### src/rtl/tefq_pkg.sv
package tefq_pkg;

    localparam int DEPTH_DEFAULT = 16;

    localparam int ID_W    = 31;
    localparam int TIME_W  = 31;
    localparam int NOW_W   = 32;
    localparam int OP_W    = 2;
    localparam int STAT_W  = 2;
    localparam int CNT_O_W = 5;

    typedef enum logic [OP_W-1:0] {
        OP_PUBLISH = 2'd0,
        OP_POLL    = 2'd1,
        OP_PURGE   = 2'd2,
        OP_NOP     = 2'd3
    } op_t;

    typedef enum logic [STAT_W-1:0] {
        ST_DONE  = 2'd0,
        ST_EMPTY = 2'd1,
        ST_FULL  = 2'd2
    } status_t;

    typedef enum logic [1:0] {
        S_IDLE,
        S_POLL,
        S_PURGE
    } state_t;

    // one stored message
    typedef struct packed {
        logic [ID_W-1:0]   id;
        logic [TIME_W-1:0] pub_time;
        logic [TIME_W-1:0] life_time;
    } entry_t;

endpackage

### src/rtl/tefq_mem.sv
module tefq_mem #(
    parameter int DEPTH = tefq_pkg::DEPTH_DEFAULT,
    localparam int AW   = (DEPTH > 1) ? $clog2(DEPTH) : 1
) (
    input  logic             clk,
    input  logic             wr_en,
    input  logic [AW-1:0]    wr_addr,
    input  tefq_pkg::entry_t wr_data,
    input  logic             rd_en,
    input  logic [AW-1:0]    rd_addr,
    output tefq_pkg::entry_t rd_data
);

    tefq_pkg::entry_t mem [DEPTH];
    tefq_pkg::entry_t rd_data_reg;

    always_ff @(posedge clk)
    begin
        if (wr_en)
        begin
            mem[wr_addr] <= wr_data;
        end
    end

    always_ff @(posedge clk)
    begin
        if (rd_en)
        begin
            rd_data_reg <= mem[rd_addr];
        end
    end

    assign rd_data = rd_data_reg;

endmodule

### src/rtl/tefq_ctrl.sv
module tefq_ctrl #(
    parameter int DEPTH = tefq_pkg::DEPTH_DEFAULT,
    localparam int AW   = (DEPTH > 1) ? $clog2(DEPTH) : 1,
    localparam int CW   = $clog2(DEPTH + 1)
) (
    input  logic                           clk,
    input  logic                           rst_n,
    input  logic                           start,
    output logic                           busy,
    input  logic [tefq_pkg::OP_W-1:0]      op,
    input  logic [tefq_pkg::ID_W-1:0]      msg_id,
    input  logic [tefq_pkg::TIME_W-1:0]    publish_time,
    input  logic [tefq_pkg::TIME_W-1:0]    life_time,
    input  logic [tefq_pkg::NOW_W-1:0]     now_time,
    output logic                           done,
    output logic [tefq_pkg::STAT_W-1:0]    status,
    output logic [tefq_pkg::ID_W-1:0]      out_id,
    output logic [tefq_pkg::TIME_W-1:0]    out_publish_time,
    output logic [tefq_pkg::TIME_W-1:0]    out_life_time,
    output logic [tefq_pkg::CNT_O_W-1:0]   purged_count,
    output logic [tefq_pkg::CNT_O_W-1:0]   fill_level,
    output logic                           mem_wr_en,
    output logic [AW-1:0]                  mem_wr_addr,
    output tefq_pkg::entry_t               mem_wr_data,
    output logic                           mem_rd_en,
    output logic [AW-1:0]                  mem_rd_addr,
    input  tefq_pkg::entry_t               mem_rd_data
);

    localparam logic [AW-1:0] LAST_IDX = AW'(DEPTH - 1);
    localparam logic [CW-1:0] FULL_CNT = CW'(DEPTH);

    tefq_pkg::state_t state_reg, state_next;
    logic [AW-1:0] head_reg, head_next;
    logic [AW-1:0] tail_reg, tail_next;
    logic [CW-1:0] count_reg, count_next;
    logic [AW-1:0] src_reg, src_next;
    logic [AW-1:0] dst_reg, dst_next;
    logic [CW-1:0] left_reg, left_next;
    logic [CW-1:0] kept_reg, kept_next;
    logic [CW-1:0] removed_reg, removed_next;
    logic [tefq_pkg::NOW_W-1:0] now_reg, now_next;
    logic rvalid_reg, rvalid_next;
    logic done_reg, done_next;

    logic [tefq_pkg::STAT_W-1:0]  status_reg, status_next;
    logic [tefq_pkg::ID_W-1:0]    id_reg, id_next;
    logic [tefq_pkg::TIME_W-1:0]  pt_reg, pt_next;
    logic [tefq_pkg::TIME_W-1:0]  lt_reg, lt_next;
    logic [tefq_pkg::CNT_O_W-1:0] purged_reg, purged_next;
    logic [tefq_pkg::CNT_O_W-1:0] fill_reg, fill_next;

    logic accept;
    logic [tefq_pkg::NOW_W-1:0] expiry;

    function automatic logic [AW-1:0] wrap_inc(input logic [AW-1:0] idx);
        return (idx == LAST_IDX) ? '0 : idx + 1'b1;
    endfunction

    assign busy   = (state_reg != tefq_pkg::S_IDLE);
    assign accept = start && !busy;
    // 31 + 31 bits never overflows 32
    assign expiry = tefq_pkg::NOW_W'(mem_rd_data.pub_time)
                  + tefq_pkg::NOW_W'(mem_rd_data.life_time);

    always_ff @(posedge clk or negedge rst_n)
    begin
        if (!rst_n)
        begin
            state_reg   <= tefq_pkg::S_IDLE;
            head_reg    <= '0;
            tail_reg    <= '0;
            count_reg   <= '0;
            src_reg     <= '0;
            dst_reg     <= '0;
            left_reg    <= '0;
            kept_reg    <= '0;
            removed_reg <= '0;
            rvalid_reg  <= 1'b0;
            done_reg    <= 1'b0;
        end
        else
        begin
            state_reg   <= state_next;
            head_reg    <= head_next;
            tail_reg    <= tail_next;
            count_reg   <= count_next;
            src_reg     <= src_next;
            dst_reg     <= dst_next;
            left_reg    <= left_next;
            kept_reg    <= kept_next;
            removed_reg <= removed_next;
            rvalid_reg  <= rvalid_next;
            done_reg    <= done_next;
        end
    end

    always_ff @(posedge clk)
    begin
        now_reg    <= now_next;
        status_reg <= status_next;
        id_reg     <= id_next;
        pt_reg     <= pt_next;
        lt_reg     <= lt_next;
        purged_reg <= purged_next;
        fill_reg   <= fill_next;
    end

    always_comb
    begin
        state_next   = state_reg;
        head_next    = head_reg;
        tail_next    = tail_reg;
        count_next   = count_reg;
        src_next     = src_reg;
        dst_next     = dst_reg;
        left_next    = left_reg;
        kept_next    = kept_reg;
        removed_next = removed_reg;
        rvalid_next  = 1'b0;
        now_next     = now_reg;
        done_next    = 1'b0;
        status_next  = status_reg;
        id_next      = id_reg;
        pt_next      = pt_reg;
        lt_next      = lt_reg;
        purged_next  = purged_reg;
        fill_next    = fill_reg;
        mem_wr_en    = 1'b0;
        mem_wr_addr  = tail_reg;
        mem_wr_data  = '{id: msg_id, pub_time: publish_time, life_time: life_time};
        mem_rd_en    = 1'b0;
        mem_rd_addr  = head_reg;

        case (state_reg)
            tefq_pkg::S_IDLE:
            begin
                if (accept)
                begin
                    status_next = tefq_pkg::ST_DONE;
                    id_next     = '0;
                    pt_next     = '0;
                    lt_next     = '0;
                    purged_next = '0;
                    fill_next   = tefq_pkg::CNT_O_W'(count_reg);
                    case (tefq_pkg::op_t'(op))
                        tefq_pkg::OP_PUBLISH:
                        begin
                            done_next = 1'b1;
                            if (count_reg == FULL_CNT)
                            begin
                                status_next = tefq_pkg::ST_FULL;
                            end
                            else
                            begin
                                mem_wr_en  = 1'b1;
                                tail_next  = wrap_inc(tail_reg);
                                count_next = count_reg + 1'b1;
                                fill_next  = tefq_pkg::CNT_O_W'(count_reg + 1'b1);
                            end
                        end
                        tefq_pkg::OP_POLL:
                        begin
                            if (count_reg == '0)
                            begin
                                done_next   = 1'b1;
                                status_next = tefq_pkg::ST_EMPTY;
                            end
                            else
                            begin
                                mem_rd_en  = 1'b1;
                                head_next  = wrap_inc(head_reg);
                                count_next = count_reg - 1'b1;
                                state_next = tefq_pkg::S_POLL;
                            end
                        end
                        tefq_pkg::OP_PURGE:
                        begin
                            src_next     = head_reg;
                            dst_next     = head_reg;
                            left_next    = count_reg;
                            kept_next    = '0;
                            removed_next = '0;
                            now_next     = now_time;
                            state_next   = tefq_pkg::S_PURGE;
                        end
                        default:
                        begin
                            done_next = 1'b1;
                        end
                    endcase
                end
            end

            tefq_pkg::S_POLL:
            begin
                done_next   = 1'b1;
                id_next     = mem_rd_data.id;
                pt_next     = mem_rd_data.pub_time;
                lt_next     = mem_rd_data.life_time;
                fill_next   = tefq_pkg::CNT_O_W'(count_reg);
                state_next  = tefq_pkg::S_IDLE;
            end

            tefq_pkg::S_PURGE:
            begin
                // read side runs one entry ahead of the compact/write side
                if (left_reg != '0)
                begin
                    mem_rd_en   = 1'b1;
                    mem_rd_addr = src_reg;
                    src_next    = wrap_inc(src_reg);
                    left_next   = left_reg - 1'b1;
                    rvalid_next = 1'b1;
                end
                if (rvalid_reg)
                begin
                    if (expiry <= now_reg)
                    begin
                        removed_next = removed_reg + 1'b1;
                    end
                    else
                    begin
                        mem_wr_en   = 1'b1;
                        mem_wr_addr = dst_reg;
                        mem_wr_data = mem_rd_data;
                        dst_next    = wrap_inc(dst_reg);
                        kept_next   = kept_reg + 1'b1;
                    end
                end
                if (left_reg == '0 && !rvalid_reg)
                begin
                    done_next   = 1'b1;
                    purged_next = tefq_pkg::CNT_O_W'(removed_reg);
                    fill_next   = tefq_pkg::CNT_O_W'(kept_reg);
                    count_next  = kept_reg;
                    tail_next   = dst_reg;
                    state_next  = tefq_pkg::S_IDLE;
                end
            end

            default:
            begin
                state_next = tefq_pkg::S_IDLE;
            end
        endcase
    end

    assign done             = done_reg;
    assign status           = status_reg;
    assign out_id           = id_reg;
    assign out_publish_time = pt_reg;
    assign out_life_time    = lt_reg;
    assign purged_count     = purged_reg;
    assign fill_level       = fill_reg;

endmodule

### src/rtl/ttl_expiring_fifo_queue.sv
// Channel   Direction  Handshake                 Payload
// request   in         start && !busy            op, msg_id, publish_time, life_time, now_time
// result    out        done (one-cycle strobe)   status, out_id, out_publish_time,
//                                                out_life_time, purged_count, fill_level
//
// Publish and no-op answer in the cycle after acceptance and leave busy low.
// Poll answers after one synchronous memory read in S_POLL. Purge stays in S_PURGE
// until every held entry has been read and checked: the entry memory is scanned one
// entry a cycle through its single read port.
// Reset clears pointers, count and state; the entry memory needs no clearing.
// The receiver cannot stall: every result is shown once for one cycle.
module ttl_expiring_fifo_queue #(
    parameter int DEPTH = tefq_pkg::DEPTH_DEFAULT,
    localparam int AW   = (DEPTH > 1) ? $clog2(DEPTH) : 1
) (
    input  logic                           clk,
    input  logic                           rst_n,
    input  logic                           start,
    output logic                           busy,
    input  logic [tefq_pkg::OP_W-1:0]      op,
    input  logic [tefq_pkg::ID_W-1:0]      msg_id,
    input  logic [tefq_pkg::TIME_W-1:0]    publish_time,
    input  logic [tefq_pkg::TIME_W-1:0]    life_time,
    input  logic [tefq_pkg::NOW_W-1:0]     now_time,
    output logic                           done,
    output logic [tefq_pkg::STAT_W-1:0]    status,
    output logic [tefq_pkg::ID_W-1:0]      out_id,
    output logic [tefq_pkg::TIME_W-1:0]    out_publish_time,
    output logic [tefq_pkg::TIME_W-1:0]    out_life_time,
    output logic [tefq_pkg::CNT_O_W-1:0]   purged_count,
    output logic [tefq_pkg::CNT_O_W-1:0]   fill_level
);

    // memory port signals between sequencer and entry store
    logic             mem_wr_en;
    logic [AW-1:0]    mem_wr_addr;
    tefq_pkg::entry_t mem_wr_data;
    logic             mem_rd_en;
    logic [AW-1:0]    mem_rd_addr;
    tefq_pkg::entry_t mem_rd_data;

    // sequencer: pointers, count, request decode and the purge compaction scan
    tefq_ctrl #(
        .DEPTH (DEPTH)
    ) u_ctrl (
        .clk              (clk),
        .rst_n            (rst_n),
        .start            (start),
        .busy             (busy),
        .op               (op),
        .msg_id           (msg_id),
        .publish_time     (publish_time),
        .life_time        (life_time),
        .now_time         (now_time),
        .done             (done),
        .status           (status),
        .out_id           (out_id),
        .out_publish_time (out_publish_time),
        .out_life_time    (out_life_time),
        .purged_count     (purged_count),
        .fill_level       (fill_level),
        .mem_wr_en        (mem_wr_en),
        .mem_wr_addr      (mem_wr_addr),
        .mem_wr_data      (mem_wr_data),
        .mem_rd_en        (mem_rd_en),
        .mem_rd_addr      (mem_rd_addr),
        .mem_rd_data      (mem_rd_data)
    );

    // entry store: one write port, one registered read port
    tefq_mem #(
        .DEPTH (DEPTH)
    ) u_mem (
        .clk     (clk),
        .wr_en   (mem_wr_en),
        .wr_addr (mem_wr_addr),
        .wr_data (mem_wr_data),
        .rd_en   (mem_rd_en),
        .rd_addr (mem_rd_addr),
        .rd_data (mem_rd_data)
    );

    // publish and no-op transactions answer on the very next cycle
    a_quick_ops: assert property (@(posedge clk) disable iff (!rst_n)
        (start && !busy && (op == tefq_pkg::OP_PUBLISH || op == tefq_pkg::OP_NOP))
        |=> done)
        else $error("publish/no-op result missing");

    // a refused publish only happens with the store full
    a_full_level: assert property (@(posedge clk) disable iff (!rst_n)
        (done && status == tefq_pkg::ST_FULL) |-> (fill_level == tefq_pkg::CNT_O_W'(DEPTH)))
        else $error("full status with store not full");

    // an empty poll reports an empty store and no data
    a_empty_poll: assert property (@(posedge clk) disable iff (!rst_n)
        (done && status == tefq_pkg::ST_EMPTY) |-> (fill_level == '0 && out_id == '0))
        else $error("empty status inconsistent");

    // only a purge may report removals, and that never with an error status
    a_purge_only: assert property (@(posedge clk) disable iff (!rst_n)
        (done && status != tefq_pkg::ST_DONE) |-> (purged_count == '0))
        else $error("removal count on error status");

endmodule

### config.mk
export PLATFORM = sky130hd
export DESIGN_NAME = ttl_expiring_fifo_queue
export DESIGN_NICKNAME = d
export VERILOG_FILES = /design/src/rtl/tefq_pkg.sv /design/src/rtl/tefq_mem.sv /design/src/rtl/tefq_ctrl.sv /design/src/rtl/ttl_expiring_fifo_queue.sv
export SDC_FILE = /design/constraint.sdc
export NUM_CORES = 2
export LEC_CHECK = 0
export BUFFER_PORTS_ARGS = -buffer_cell sky130_fd_sc_hd__buf_2
export CAP_MARGIN = 0
export CELL_PAD_IN_SITES_DETAIL_PLACEMENT = 0
export CELL_PAD_IN_SITES_GLOBAL_PLACEMENT = 1
export CORE_UTILIZATION = 50
export CTS_BUF_LIST = sky130_fd_sc_hd__clkbuf_8 sky130_fd_sc_hd__clkbuf_16
export DETAILED_ROUTE_END_ITERATION = 7
export PLACE_DENSITY_LB_ADDON = 0.3
export SYNTH_ARGS = -nofsm -noshare
export SYNTH_HDL_FRONTEND = slang
export SYNTH_SLANG_ARGS = --single-unit
export TNS_END_PERCENT = 20
### constraint.sdc
create_clock -name clk -period 37.8 [get_ports clk]
set_input_delay 1.89 -clock clk [delete_from_list [all_inputs] [get_ports clk]]
set_output_delay 1.89 -clock clk [all_outputs]
set_load 0.02 [all_outputs]
==> impl_metrics.yaml <==
status:
  outcome: "completed"
critical_path:
  data_required_time_at_the_worst_endpoint_ps: 38230
  r2r_cells: 18
  start_kind: "flop"
  worst_r2r_startpoint: "u_mem.rd_data[1]$_DFFE_PP_"
  regToRegEndpoint: "u_mem.mem[8][26]$_DFFE_PP_"
  setup.worst_path.class: "flop to flop"
  cp-endpoint: "u_mem.mem[8][26]$_DFFE_PP_"
  worst_setup_path_startpoint: "u_mem.rd_data[1]$_DFFE_PP_"
  ff2ff_setup_slack_ps: 29010
  setup.worst_path.end_class: "flop"
  critPathArrivalTime_ps: 9210
  maximum_fanout_encountered_on_the_critical_timing_path: 53
global_route:
  grt_antenna_before_repair: 13
  maximum_number_of_pins_on_one_net_before_global_route_repair: 149
  globalRoute.totalOverflow: 0
  grt_pass1_vias: 34736
  grt.total_usage: 0.249
  global_route_wire_length_before_repair_um: 249000
yosys:
  synth-edff-count: 1718
  postSynthAreaPerCell_um2: 20.7
  synth_sequential_area_ratio: 0.757
  synthesis.nets: 3558
  syn-cell-area_um2: 69500
  synth-warning-count: 0
  netlist_instances: 3348
  synth_async_sr_flop_share: 0.0228
  most_used_dff_post_synth: "edfxtp_1"
  ys_seq_elements: 1758
  synthDistinctLibCells: 65
layout:
  post-route-cell-area_um2: 78400
  utilization: 0.570
  most_common_library_cell_in_the_layout_ignoring_fill_and_taps: "edfxtp_1"
  layout.area.seq_um2: 52600
  final_cell_mix: "edfxtp_1, mux4_2, buf_2, clkbuf_16, and2_1"
  multi_input_area_um2: 16200
  number_of_flip_flops_under_the_largest_register_name: 1488
  layout.filler_cells: 10047
  share_of_cells_above_drive_strength_1: 0.273
  syn2layout_area_growth_pct: 12.9
  design.final.nets: 3861
  layout.cells.non_filler: 5592
clocking:
  cts_tree: "yes"
  path_clk_slew_ps: 60
  cts_hold_buffers: 0
  clock_latency_ps: 820
  cts_buffers: 175
  clock_tree_root_driver_cell: "clkbuf_16"
  htree_levels: 4
  cts_post_setup_buffers_inserted: 0
  post_cts_resize_count: 0
  clockBufferDepth: 3
  cts.sink_count: 1758
floorplanning:
  std_cell_rows: 136
  initial_util: 0.505
  io_pins: 237
  die_area_um2: 140000
  die_y_um: 375
  design.core.area_um2: 138000
  floorplan.die.width_um: 375
sta:
  tightest_slew_ps: 1160
  maxClockFrequency_mhz: 114
  rsz0062_at_grt: "no"
  timing.max_slew.rel_slack: 0.223
  totalNegativeSetupSlack_ps: 0
  period_share: 0.232
  post-route-min-period_ps: 8790
  report.final.slew_viol_count: 0
  final_skew_ps: 34.4
  report.final.setup_viol: 0
  hold_violations: 0
power_and_ir_drop:
  powerDensity_nw_per_um2: 77.0
  part_of_the_power_in_the_clock_network: 0.274
  switching_share: 0.323
  power_switching_mw: 1.95
  power.leakage_nw: 26.1
  report.power.total_mw: 6.04
  share_comb_of_total_power: 0.317
  cellInternalPower_mw: 4.09
  max-vdd-ir-drop_uv: 83.9
  power_frac_seq: 0.409
hold_path:
  hold_class: "flop to flop"
  holdPathStages: 2
route:
  drt_wl_total_um: 174000
  drt_first_pass_iters: 7
  via_per_inst: 6.27
  route.detailed.wl_per_inst_um: 31.0
  detail-route-antenna-nets: 0
  drc_errors: 0
  dr_total_vias: 35081
  drtIter0Drc: 3765
place:
  place_area_um2: 73000
  portBuffers: 236
  place_hpwl_um: 100000
  placedCellCount: 5268
  placer_congestion_estimate: 0.889
run:
  timing.max_cap.violations: 0
==> cell type report <==
class,count,area share
clock inverters,142,0.0126
well taps,1794,0.0286
diodes,3,0.0000957
repair buffers,301,0.0219
flip-flops and latches,1758,0.671
clock buffers,179,0.0570
inverters,61,0.00292
multi-input cells,1354,0.206
==> cell usage after synthesis, drive strengths merged, types with 3 or more instances <==
master,n,area share
edfxtp,1718,0.74
mux4,372,0.12
clkbuf,122,0.0066
and2,104,0.0094
a221o,95,0.014
a22o,95,0.012
mux2,94,0.015
ha,79,0.014
nand2,72,0.0039
o21ai,65,0.0047
a21oi,64,0.0046
inv,61,0.0033
buf,53,0.0042
dfrtp,40,0.014
nor2,40,0.0022
nand3,35,0.0025
xnor2,22,0.0028
nand4,18,0.0016
a21o,16,0.0017
nor3,14,0.0010
a31oi,13,0.0012
nor2b,12,0.0011
xor2,12,0.0015
nand2b,11,0.00099
o211ai,11,0.0012
mux2i,9,0.0013
o31ai,9,0.00097
and3,8,0.00072
nand3b,6,0.00065
o41ai,6,0.00076
or3,6,0.00054
a211oi,5,0.00054
a22oi,5,0.00054
o21a,5,0.00054
o22ai,5,0.00045
or4,5,0.00054
a221oi,4,0.00050
a311oi,4,0.00050
nor3b,3,0.00032
o21bai,3,0.00032
o311ai,3,0.00038
==> logic make-up (layout without fill, tap and decap cells) <==
logic type,count (synthesis),after routing,share of synthesized area
AO/OA/AOI/OAI,424,424,0.0467
buffers and inverters,236,683,0.0141
AND/OR/NAND/NOR,341,341,0.0262
other,0,3,0
XOR/XNOR,34,34,0.00429
adder cells (fa/ha/maj),80,80,0.0145
flip-flops,1758,1758,0.757
multiplexers,475,475,0.137
==> metal layers <==
metal,vias to the layer above,part of all wire,global-route usage
li1,14651,-,-
met1,18635,0.41,0.352
met2,1546,0.47,0.379
met3,243,0.091,0.0648
met4,6,0.030,0.0854
met5,-,0.00024,0
==> worst max-delay path: stages (launching register included) <==
cell      delay, ps
edfxtp_1        460
ha_1            340
a211oi_1        330
o211ai_1        190
a21oi_1         580
a21oi_1         190
o21ai_0         350
nor4b_1         290
nor3_1          120
ha_1            310
nand4_1         150
or4_1           560
or2_1           270
o211ai_1        100
buf_4           640
buf_4           740
mux2i_4        1010
buf_4           620
buf_4           770
==> worst min-delay path by stage <==
stage / to / slack [ps] / start
after floorplan: u_ctrl.src_reg[1]$_DFFE_PN0P_ / 500 / u_ctrl.src_reg[1]$_DFFE_PN0P_
after global placement: u_ctrl.removed_reg[4]$_DFFE_PN0P_ / 530 / u_ctrl.removed_reg[4]$_DFFE_PN0P_
after detailed placement: u_ctrl.out_id[30]$_SDFFCE_PN0P_ / 540 / u_mem.rd_data[92]$_DFFE_PP_
after CTS: u_ctrl.removed_reg[4]$_DFFE_PN0P_ / 550 / u_ctrl.removed_reg[4]$_DFFE_PN0P_
after global routing: u_ctrl.out_id[0]$_SDFFCE_PN0P_ / 570 / u_mem.rd_data[62]$_DFFE_PP_
final: u_ctrl.removed_reg[4]$_DFFE_PN0P_ / 550 / u_ctrl.removed_reg[4]$_DFFE_PN0P_
==> power groups by stage <==
stage	combinational, mW	sequential (mW)	clock (mW)
after global placement	1.91	2.51	0
after global routing	2.05	2.48	1.75
after floorplan	1.29	2.53	0
after CTS	1.92	2.47	1.68
after detailed placement	1.91	2.51	0
final	1.92	2.47	1.65
==> per-stage QoR <==
| stage | hold WS (ps) | setup slack (ps) |
|---|---|---|
| after floorplan | 496 | 23910 |
| after global placement | 532 | 29170 |
| after detailed placement | 539 | 29110 |
| after CTS | 554 | 29050 |
| after global routing | 572 | 28540 |
| final | 550 | 29010 |
Note: power is estimated with default switching activity, not from simulation.
